`src/design/char_lcd_expander_sequencer_defines.svh`:
```
// assertion macros for the character display sequencer
`ifndef CHAR_LCD_EXPANDER_SEQUENCER_DEFINES_SVH
`define CHAR_LCD_EXPANDER_SEQUENCER_DEFINES_SVH

`ifndef SYNTH

`define CLSE_ASSERT_IMPLY(lbl, clk, rst_n, ante, cons) \
    lbl: assert property (@(posedge clk) disable iff (!(rst_n)) (ante) |-> (cons)) \
        else $error("implication violated");

`define CLSE_ASSERT_NEVER(lbl, clk, rst_n, cond) \
    lbl: assert property (@(posedge clk) disable iff (!(rst_n)) !(cond)) \
        else $error("forbidden condition seen");

`else

`define CLSE_ASSERT_IMPLY(lbl, clk, rst_n, ante, cons)

`define CLSE_ASSERT_NEVER(lbl, clk, rst_n, cond)

`endif

`endif

```
`src/design/clse_pkg.sv`:
```
// shared types, constants and tables for the character display sequencer
`default_nettype none

package clse_pkg;

    localparam logic [1:0] CMD_WRITE  = 2'd0;
    localparam logic [1:0] CMD_CURSOR = 2'd1;
    localparam logic [1:0] CMD_INIT   = 2'd2;
    localparam logic [1:0] CMD_UNUSED = 2'd3;

    localparam logic REG_BACKLIGHT = 1'b0;
    localparam logic REG_ADDRESS   = 1'b1;

    localparam logic [7:0] DDRAM_SET = 8'h80;

    localparam int unsigned STEP_W = 5;
    localparam logic [STEP_W-1:0] BYTE_LAST_STEP = 5'd3;
    localparam logic [STEP_W-1:0] INIT_LAST_STEP = 5'd23;
    localparam logic [STEP_W-1:0] INIT_NIB_STEPS = 5'd8;

    localparam logic [3:0] INIT_NIB_WAKE = 4'h3;
    localparam logic [3:0] INIT_NIB_MODE = 4'h2;

    localparam logic [1:0] ROW_MAX = 2'd3;

    typedef struct packed {
        logic       is_init;
        logic [7:0] data;
        logic       rs;
    } t_job;

    function automatic logic [7:0] row_base(input logic [1:0] row);
        logic [7:0] base;
        unique case (row)
            2'd0: base = 8'h00;
            2'd1: base = 8'h40;
            2'd2: base = 8'h14;
            2'd3: base = 8'h54;
            default: base = 8'h00;
        endcase
        return base;
    endfunction

    function automatic logic [7:0] init_byte(input logic [1:0] idx);
        logic [7:0] b;
        unique case (idx)
            2'd0: b = 8'h28;
            2'd1: b = 8'h0C;
            2'd2: b = 8'h01;
            2'd3: b = 8'h06;
            default: b = 8'h28;
        endcase
        return b;
    endfunction

endpackage

`default_nettype wire

```
`src/design/char_lcd_expander_sequencer.sv`:
```
// top level of the character display sequencer over an i2c port expander
//
// requests enter through a queue-style port: a word is taken at a clock edge
// with push high and full low. cmd 0 writes value as a command or data byte,
// cmd 1 sets the cursor from row and col, cmd 2 runs the power-up sequence,
// cmd 3 is taken and dropped.
// results leave through a queue-style port: while empty is low the oldest
// expander transaction is on o_address_byte and o_port_byte, and it is taken
// at an edge with pop high. o_last marks the final transaction of a request.
// the transactions of a request are registered into the output word once the sequencer reaches it in the job queue.
// a byte write or cursor set gives 4 transactions and an initialisation 24,
// at one transaction per cycle while pop stays high, set by the single step counter of the
// sequencer; a two-entry job queue lets new requests enter meanwhile.
// when pop stays low the output word holds and the sequencer waits; full
// rises once two requests are queued.
// reset empties both queues and sets backlight on and address 0x27.
// configuration writes (i_cfg_we) are made only while the block is idle; the block itself does not enforce this.
`default_nettype none

module char_lcd_expander_sequencer
    import clse_pkg::*;
(
    input  wire logic       i_clk,
    input  wire logic       i_rst_n,
    input  wire logic       push,
    output logic            full,
    input  wire logic [1:0] i_cmd,
    input  wire logic [7:0] i_value,
    input  wire logic       i_is_data,
    input  wire logic [7:0] i_row,
    input  wire logic [7:0] i_col,
    output logic            empty,
    input  wire logic       pop,
    output logic [7:0]      o_address_byte,
    output logic [7:0]      o_port_byte,
    output logic            o_last,
    input  wire logic       i_cfg_we,
    input  wire logic       i_cfg_idx,
    input  wire logic [6:0] i_cfg_data
);

    logic       r_backlight_on;
    logic [6:0] r_expander_address;

    logic       s_job_valid;
    t_job       s_job;
    logic       s_job_pop;

    always_ff @(posedge i_clk) begin
        if (!i_rst_n) begin
            r_backlight_on     <= 1'b1;
            r_expander_address <= 7'd39;
        end else if (i_cfg_we) begin
            if (i_cfg_idx == REG_ADDRESS) begin
                r_expander_address <= i_cfg_data;
            end else begin
                r_backlight_on <= i_cfg_data[0];
            end
        end
    end

    clse_front u_front (
        .i_clk       (i_clk),
        .i_rst_n     (i_rst_n),
        .push        (push),
        .full        (full),
        .i_cmd       (i_cmd),
        .i_value     (i_value),
        .i_is_data   (i_is_data),
        .i_row       (i_row),
        .i_col       (i_col),
        .o_job_valid (s_job_valid),
        .o_job       (s_job),
        .i_job_pop   (s_job_pop)
    );

    clse_back u_back (
        .i_clk          (i_clk),
        .i_rst_n        (i_rst_n),
        .i_job_valid    (s_job_valid),
        .i_job          (s_job),
        .o_job_pop      (s_job_pop),
        .i_backlight_on (r_backlight_on),
        .empty          (empty),
        .pop            (pop),
        .o_port_byte    (o_port_byte),
        .o_last         (o_last)
    );

    assign o_address_byte = {r_expander_address, 1'b0};

endmodule

`default_nettype wire

```
`src/design/clse_front.sv`:
```
// request decode and two-entry job queue
`default_nettype none
`include "char_lcd_expander_sequencer_defines.svh"

module clse_front
    import clse_pkg::*;
(
    input  wire logic       i_clk,
    input  wire logic       i_rst_n,
    input  wire logic       push,
    output logic            full,
    input  wire logic [1:0] i_cmd,
    input  wire logic [7:0] i_value,
    input  wire logic       i_is_data,
    input  wire logic [7:0] i_row,
    input  wire logic [7:0] i_col,
    output logic            o_job_valid,
    output t_job            o_job,
    input  wire logic       i_job_pop
);

    t_job       r_q [2];
    logic       r_wp;
    logic       r_rp;
    logic [1:0] r_cnt;
    logic [1:0] n_cnt;

    t_job       s_job;
    logic       s_wr;
    logic [1:0] s_row;
    logic [7:0] s_addr;

    always_comb begin
        s_row  = (i_row > {6'd0, ROW_MAX}) ? ROW_MAX : i_row[1:0];
        s_addr = row_base(s_row) + i_col;
        s_job  = '0;
        unique case (i_cmd)
            CMD_WRITE: begin
                s_job.data = i_value;
                s_job.rs   = i_is_data;
            end
            CMD_CURSOR: begin
                s_job.data = DDRAM_SET | s_addr;
            end
            CMD_INIT: begin
                s_job.is_init = 1'b1;
            end
            default: begin
                s_job = '0;
            end
        endcase
    end

    assign full        = (r_cnt == 2'd2);
    assign s_wr        = push && !full && (i_cmd != CMD_UNUSED);
    assign o_job_valid = (r_cnt != 2'd0);
    assign o_job       = r_q[r_rp];

    always_comb begin
        n_cnt = r_cnt;
        if (s_wr && !i_job_pop) begin
            n_cnt = r_cnt + 2'd1;
        end else if (!s_wr && i_job_pop) begin
            n_cnt = r_cnt - 2'd1;
        end
    end

    always_ff @(posedge i_clk) begin
        if (!i_rst_n) begin
            r_wp  <= 1'b0;
            r_rp  <= 1'b0;
            r_cnt <= 2'd0;
        end else begin
            r_cnt <= n_cnt;
            if (s_wr) begin
                r_wp <= ~r_wp;
            end
            if (i_job_pop) begin
                r_rp <= ~r_rp;
            end
        end
    end

    always_ff @(posedge i_clk) begin
        if (s_wr) begin
            r_q[r_wp] <= s_job;
        end
    end

    `CLSE_ASSERT_NEVER(a_front_cnt_range, i_clk, i_rst_n, r_cnt > 2'd2)
    `CLSE_ASSERT_IMPLY(a_front_pop_nonempty, i_clk, i_rst_n, i_job_pop, r_cnt != 2'd0)

endmodule

`default_nettype wire

```
`src/design/clse_back.sv`:
```
// transaction sequencer and output word register
`default_nettype none
`include "char_lcd_expander_sequencer_defines.svh"

module clse_back
    import clse_pkg::*;
(
    input  wire logic i_clk,
    input  wire logic i_rst_n,
    input  wire logic i_job_valid,
    input  wire t_job i_job,
    output logic      o_job_pop,
    input  wire logic i_backlight_on,
    output logic      empty,
    input  wire logic pop,
    output logic [7:0] o_port_byte,
    output logic      o_last
);

    logic [STEP_W-1:0] r_step;
    logic              r_out_valid;
    logic [7:0]        r_port;
    logic              r_last;

    logic [STEP_W-1:0] s_ofs;
    logic [7:0]        s_ib;
    logic [3:0]        s_nib;
    logic              s_is_last;
    logic              s_adv;
    logic              s_take;

    always_comb begin
        s_ofs = r_step - INIT_NIB_STEPS;
        s_ib  = init_byte(s_ofs[3:2]);
        priority if (!i_job.is_init) begin
            s_nib = r_step[1] ? i_job.data[3:0] : i_job.data[7:4];
        end else if (r_step < INIT_NIB_STEPS) begin
            s_nib = (r_step[2:1] == 2'd3) ? INIT_NIB_MODE : INIT_NIB_WAKE;
        end else begin
            s_nib = s_ofs[1] ? s_ib[3:0] : s_ib[7:4];
        end
        s_is_last = i_job.is_init ? (r_step == INIT_LAST_STEP)
                                  : (r_step == BYTE_LAST_STEP);
    end

    assign s_take    = pop && r_out_valid;
    assign s_adv     = i_job_valid && (!r_out_valid || s_take);
    assign o_job_pop = s_adv && s_is_last;

    always_ff @(posedge i_clk) begin
        if (!i_rst_n) begin
            r_step      <= '0;
            r_out_valid <= 1'b0;
        end else begin
            if (s_adv) begin
                r_step      <= s_is_last ? '0 : r_step + 1'b1;
                r_out_valid <= 1'b1;
            end else if (s_take) begin
                r_out_valid <= 1'b0;
            end
        end
    end

    always_ff @(posedge i_clk) begin
        if (s_adv) begin
            r_port <= {s_nib, i_backlight_on, ~r_step[0], 1'b0, i_job.rs};
            r_last <= s_is_last;
        end
    end

    assign empty       = !r_out_valid;
    assign o_port_byte = r_port;
    assign o_last      = r_last;

    `CLSE_ASSERT_NEVER(a_back_step_range, i_clk, i_rst_n, r_step > INIT_LAST_STEP)
    `CLSE_ASSERT_IMPLY(a_back_byte_steps, i_clk, i_rst_n,
                       i_job_valid && !i_job.is_init, r_step <= BYTE_LAST_STEP)

endmodule

`default_nettype wire

```
`config.mk`:
```
export PLATFORM = sky130hd
export DESIGN_NAME = char_lcd_expander_sequencer
export DESIGN_NICKNAME = d
export VERILOG_FILES = /design/src/design/clse_pkg.sv /design/src/design/char_lcd_expander_sequencer.sv /design/src/design/clse_front.sv /design/src/design/clse_back.sv
export VERILOG_INCLUDE_DIRS = /design/src /design/src/design
export SDC_FILE = /design/constraint.sdc
export NUM_CORES = 1
export LEC_CHECK = 0
export BUFFER_PORTS_ARGS = -buffer_cell sky130_fd_sc_hd__buf_4
export CAP_MARGIN = 15
export CORE_ASPECT_RATIO = 2
export CORE_MARGIN = 10
export CORE_UTILIZATION = 43
export DETAILED_ROUTE_END_ITERATION = 6
export GPL_ROUTABILITY_DRIVEN = 0
export HOLD_SLACK_MARGIN = 0.1
export PLACE_DENSITY = 0.7
export SLEW_MARGIN = 40
export SYNTH_ARGS = -nofsm -noshare
export SYNTH_HDL_FRONTEND = slang
export SYNTH_SLANG_ARGS = --single-unit
```
`constraint.sdc`:
```
create_clock -name i_clk -period 4.1 [get_ports i_clk]
set_input_delay 0.615 -clock i_clk [delete_from_list [all_inputs] [get_ports i_clk]]
set_output_delay 0.615 -clock i_clk [all_outputs]
set_load 0.005 [all_outputs]
```
; Yosys cells after proc, flatten, opt, wreduce, memory -nomap -nowiden
; Memories as Yosys holds them, arrays and structs flattened. A register that Yosys moved wholly into a read port is not among the register bits.
; Index checks and enable logic that the tools add are counted.
[word_totals]
regBits = 26
mem_bits_rw = 20
inputBits = 40
memories = 1
[mem_list]
columns = name, depth, word_bits, read_ports, rd_clocked_by_memory_dff, write_ports, line_no
row1 = u_front.r_q, 2, 10, 1, 1, 1, clse_front.sv:22  ; t_job r_q [2];
[op_classes]
n_addsub = 5
n_lt_le_gt_ge = 2
n_eq_ne = 13
muxes = 21
bitwise_logic = 4
reduce_logical = 20
[ops]
columns = cell, n
row1 = case mux 8 bit (4 select lines), 1
row2 = case mux 7 bit (4 select lines), 1
row3 = 2-to-1 mux 4 bit, 4
row4 = case mux 8 bit (2 select lines), 1
row5 = == test 2 bit (second input constant), 7
row6 = 2-to-1 mux 1 bit, 10
row7 = greater-than comparator 8 x 2 -> 1 bit (second input constant), 1
row8 = adder 7 bit, 1
row9 = logical AND 1 bit, 7
row10 = == test 2 x 1 -> 1 bit (second input constant), 3
row11 = zero test 2 bit, 3
row12 = 2-to-1 mux 2 bit, 3
row13 = nonzero test 2 bit, 3
row14 = adder 5 x 1 -> 5 bit (second input constant), 1
row15 = == test 5 x 2 -> 1 bit (second input constant), 1
row16 = == test 5 bit (second input constant), 1
row17 = < comparator 5 x 4 -> 1 bit (second input constant), 1
row18 = 2-to-1 mux 5 bit, 1
row19 = zero test 1 bit, 4
row20 = inverter 1 bit, 4
row21 = AND reduction 2 bit, 2
row22 = subtractor 4 bit (second input constant), 1
row23 = adder 2 x 1 -> 2 bit (second input constant), 1
row24 = inequality test 2 bit (second input constant), 1
row25 = 2 further kinds, 2

; Longest topological paths before layout
[depth]
depth_word = 8
ltp_mapped = 9
depth_no_buf = 9

; Cells and area by module
; A second synthesis with hierarchy kept.
[unflattened]
cells_unflattened = 206
hier_area_um2 = 2337.2
[by_module_without_submodules]
columns = mod, n_inst, cells_each, area_per_inst_um2
row1 = clse_front, 1, 96, 1219.9
row2 = clse_back, 1, 70, 729.4
row3 = char_lcd_expander_sequencer, 1, 40, 387.9

; Worst setup path before layout
; No wires, ideal clock.
[synth_path]
path_kind = input -> register
start = input i_row[3]
end = memory u_front.r_q[0][7] (netlist name), data pin
setup_time_ns = 0.269
t_arrival_ns = 2.168
path_slack_ns = 1.663
path_stages = 9
n_path_buf = 0
path_cell_list = nor4_1 > nand2_1 > and2_1 > ha_1 > nor2_1 > a21oi_1 > o21ai_0 > xnor2_1 > o21ai_0
[synth_rtl]
columns = item, line_no
row1 = "start, declared", char_lcd_expander_sequencer.sv:30  ; input wire logic [7:0] i_row,
row2 = "end, declared", clse_front.sv:22

==> summary.md <==
| Metric | Value |
|---|---|
| Status | `finished, final reports clean` |
| Crit-path cells | `mux2_4 -> or3_4 -> a211o_4 -> ha_1 -> or3_1 -> a21boi_0` |
| Die area | `8430 µm²` |
| Setup tns final | `0 ns` |
| Critical path type | `reg -> reg` |
| Post-CTS setup repair buffer count | `0` |
| Via density per instance | `5.00` |
| Hold Crit Class | `reg -> reg` |
| Hold Slack | `0.442 ns` |
| Crit-path max cell delay | `0.57 ns` |
| Max FO, Critical Path | `7` |
| Most frequent cells in the layout | `buf_4, edfxtp_1, nand2_1, nor2_1, dfxtp_1` |
| Cts hold-fix bufs | `0` |
| CTS tree | `yes` |
| EDFF count, synth | `28` |
| Int Pwr | `756 µW` |
| Hold endpoint | `u_back.o_port_byte[3]` |
| Area Overhead vs Synth | `24.5%` |
| Skew-Pair Late Insertion Delay | `0.31 ns` |
| First-pass GRT wire length | `7420 µm` |
| Final Hold Fails | `0` |
| Final WL | `4490 µm` |
| Post-synthesis register bit count | `47` |
| Worst path required time | `4.34 ns` |
| Hold path start | `r_backlight_on` |
| CTS Buffer Depth | `2` |
| Clk slew on worst S/H paths | `0.09 ns` |
| Number of global-route vias before repair | `1624` |
| Critical path startpoint category | `flop` |
| Initial Utilization | `0.444` |
| DRC Markers | `0` |
| Post-route minimum period | `2.59 ns` |
| Fmax | `0.387 GHz` |
| Post_cts resized | `0` |
| Yosys cell types | `35` |
| Post-DP HPWL | `3560 µm` |
| Pwr Density | `377 nW/µm²` |
| P_leak | `0.00108 µW` |
| Crit share post-route | `0.631` |
| CTS root buf | `clkbuf_8` |
| Max-capacitance violation count | `0` |
| Slew margin rel. | `0.589` |
| Worst path arrival time | `2.82 ns` |
| Max-slew violations | `0` |
| Final setup fails | `0` |
| Total number of vias | `1516` |
| Clock power share | `0.274` |
| Largest net degree at the start of global routing | `17` |
| Drt wl/cell | `14.8 µm` |
| Sequential Power Share | `0.563` |
| Area post-placement | `2600 µm²` |
| RSZ-0062 raised after global routing | `false` |
| TritonRoute pass-1 iters | `6` |
| Chip width | `70.1 µm` |
| Core area | `4860 µm²` |
| CP Capture Type | `flop` |
| Clock Skews | `0.00277 ns` |
| H-tree depth | `2` |
| Net Sw Power | `259 µW` |
| Antenna Cells | `0` |
| # port buffers | `55` |
| Ys flop type | `edfxtp_1` |
| Die Ht | `120 µm` |
| Slew at the pin closest to its max-slew limit | `0.611 ns` |
| Finished Cell Area | `2690 µm²` |
| Cells after synthesis | `192` |
| Sw frac | `0.255` |
| Total power | `1010 µW` |
| R2R Path End | `u_front.r_cnt[1]` |
| CTS buffer count | `5` |
| Sequential-to-total area share from yosys stat | `0.565` |
| Yosys warnings | `0` |
| Antenna violations before repair | `0` |
| GRT Total Usage | `0.109` |
| Fraction of layout cells with a size suffix above 1 | `0.285` |
| Cell depth of the worst flop-to-flop path | `6` |
| Mean post-synth cell area | `11.3 µm²` |
| Critical Path Slowest Stage Cell | `dfxtp_1` |
| Max rail drop VDD | `0.000310 V` |
| Worst R2R Setup Slack | `1.51 ns` |
| I/O pin cnt | `59` |
| Fin nets | `288` |
| Synthesized area | `2160 µm²` |
| Min-Delay Path Depth | `0` |
| Drt first-iter violations | `37` |
| Std cell rows | `36` |
| Async SR Flop Fraction | `0` |
| Gate power share | `0.162` |
| Final core utilization | `0.553` |
| Num Clock Sinks | `47` |
| GR Overflow Total | `0` |
| ANT nets after route | `0` |
| Most common cell after layout, fill and taps aside | `buf_4` |
==> area by class of cell <==
type	count	area, µm²
multi-input cells	130	873
fillers	449	2170
clock buffers	5	68.8
well taps	57	71.3
inverters	6	22.5
clock inverters	3	20.0
flip-flops and latches	47	1220
repair buffers	55	413
==> state kept, by name, summed over array words and instances (netlist names), named ones only <==
name,cells
r_backlight_on,1
r_expander_address,7
u_back.o_last,1
u_back.o_port_byte,7
u_back.r_out_valid,1
u_back.r_step,5
u_front.r_cnt,2
u_front.r_q,20
u_front.r_rp,1
u_front.r_wp,1
==> cell families (layout without fill, tap and decap cells) <==
kind of cell,after synthesis,count (layout),synth area share
fa+ha+maj,3,3,0.0174
buf+inv,16,69,0.0347
simple gates,77,77,0.164
compound gates,24,24,0.0759
other cells,1,2,0.00174
mux,12,12,0.0886
flops,47,47,0.565
xor+xnor,12,12,0.0521
==> power groups by stage <==
stage	clock network (µW)	logic, µW	registers, µW
after floorplan	0	92.3	576
after global placement	0	163	580
after detailed placement	0	168	582
after CTS	288	168	572
after global routing	304	185	576
final	278	165	571
==> worst max-delay path by stage <==
stage	startpoint	endpoint	slack [ns]
floorplan	i_row[3]	u_front.r_q[0][7]	1.66
global placement	i_row[3]	u_front.r_q[0][7]	1.23
detailed placement	i_row[3]	u_front.r_q[0][7]	1.20
CTS	flop	u_front.r_cnt[1]	1.51
global route	i_row[3]	u_front.r_q[0][7]	1.24
finish	flop	u_front.r_cnt[1]	1.51
==> layer usage <==
metal | GRT usage | routed length (µm) | vias up
met1 | 0.0903 | 1510 | 696
met3 | 0.0418 | 315 | 6
li1 | - | - | 769
met2 | 0.208 | 2550 | 45
met5 | 0 | 0 | -
met4 | 0.0633 | 108 | 0
==> worst max-delay path, delay by kind of cell, from the launching register on <==
| family | cells | cell delay (ns) |
|---|---|---|
| compound gates | 2 | 0.53 |
| fa+ha+maj | 1 | 0.34 |
| flops | 1 | 0.57 |
| mux | 1 | 0.37 |
| simple gates | 2 | 0.71 |
==> synth_stat cells, types with 4 or more instances <==
master | count | area [µm²]
xnor2_1 | 6 | 52.6
o21ai_0 | 5 | 25.0
inv_1 | 6 | 22.5
edfxtp_1 | 28 | 841
nand2_1 | 27 | 101
and2_1 | 9 | 56.3
mux4_1 | 4 | 105
clkbuf_1 | 6 | 22.5
xor2_1 | 5 | 43.8
a21boi_0 | 5 | 37.5
dfxtp_1 | 19 | 380
a21oi_1 | 6 | 30.0
nand3_1 | 7 | 35.0
mux2i_1 | 6 | 60.1
nor2_1 | 21 | 78.8
==> through the flow <==
step	cells	setup slack (ns)
after CTS	303	1.51
final	303	1.51
after global placement	295	1.23
after global routing	303	1.24
after floorplan	193	1.66
after detailed placement	295	1.20
Power figures use the tool's default switching activity.
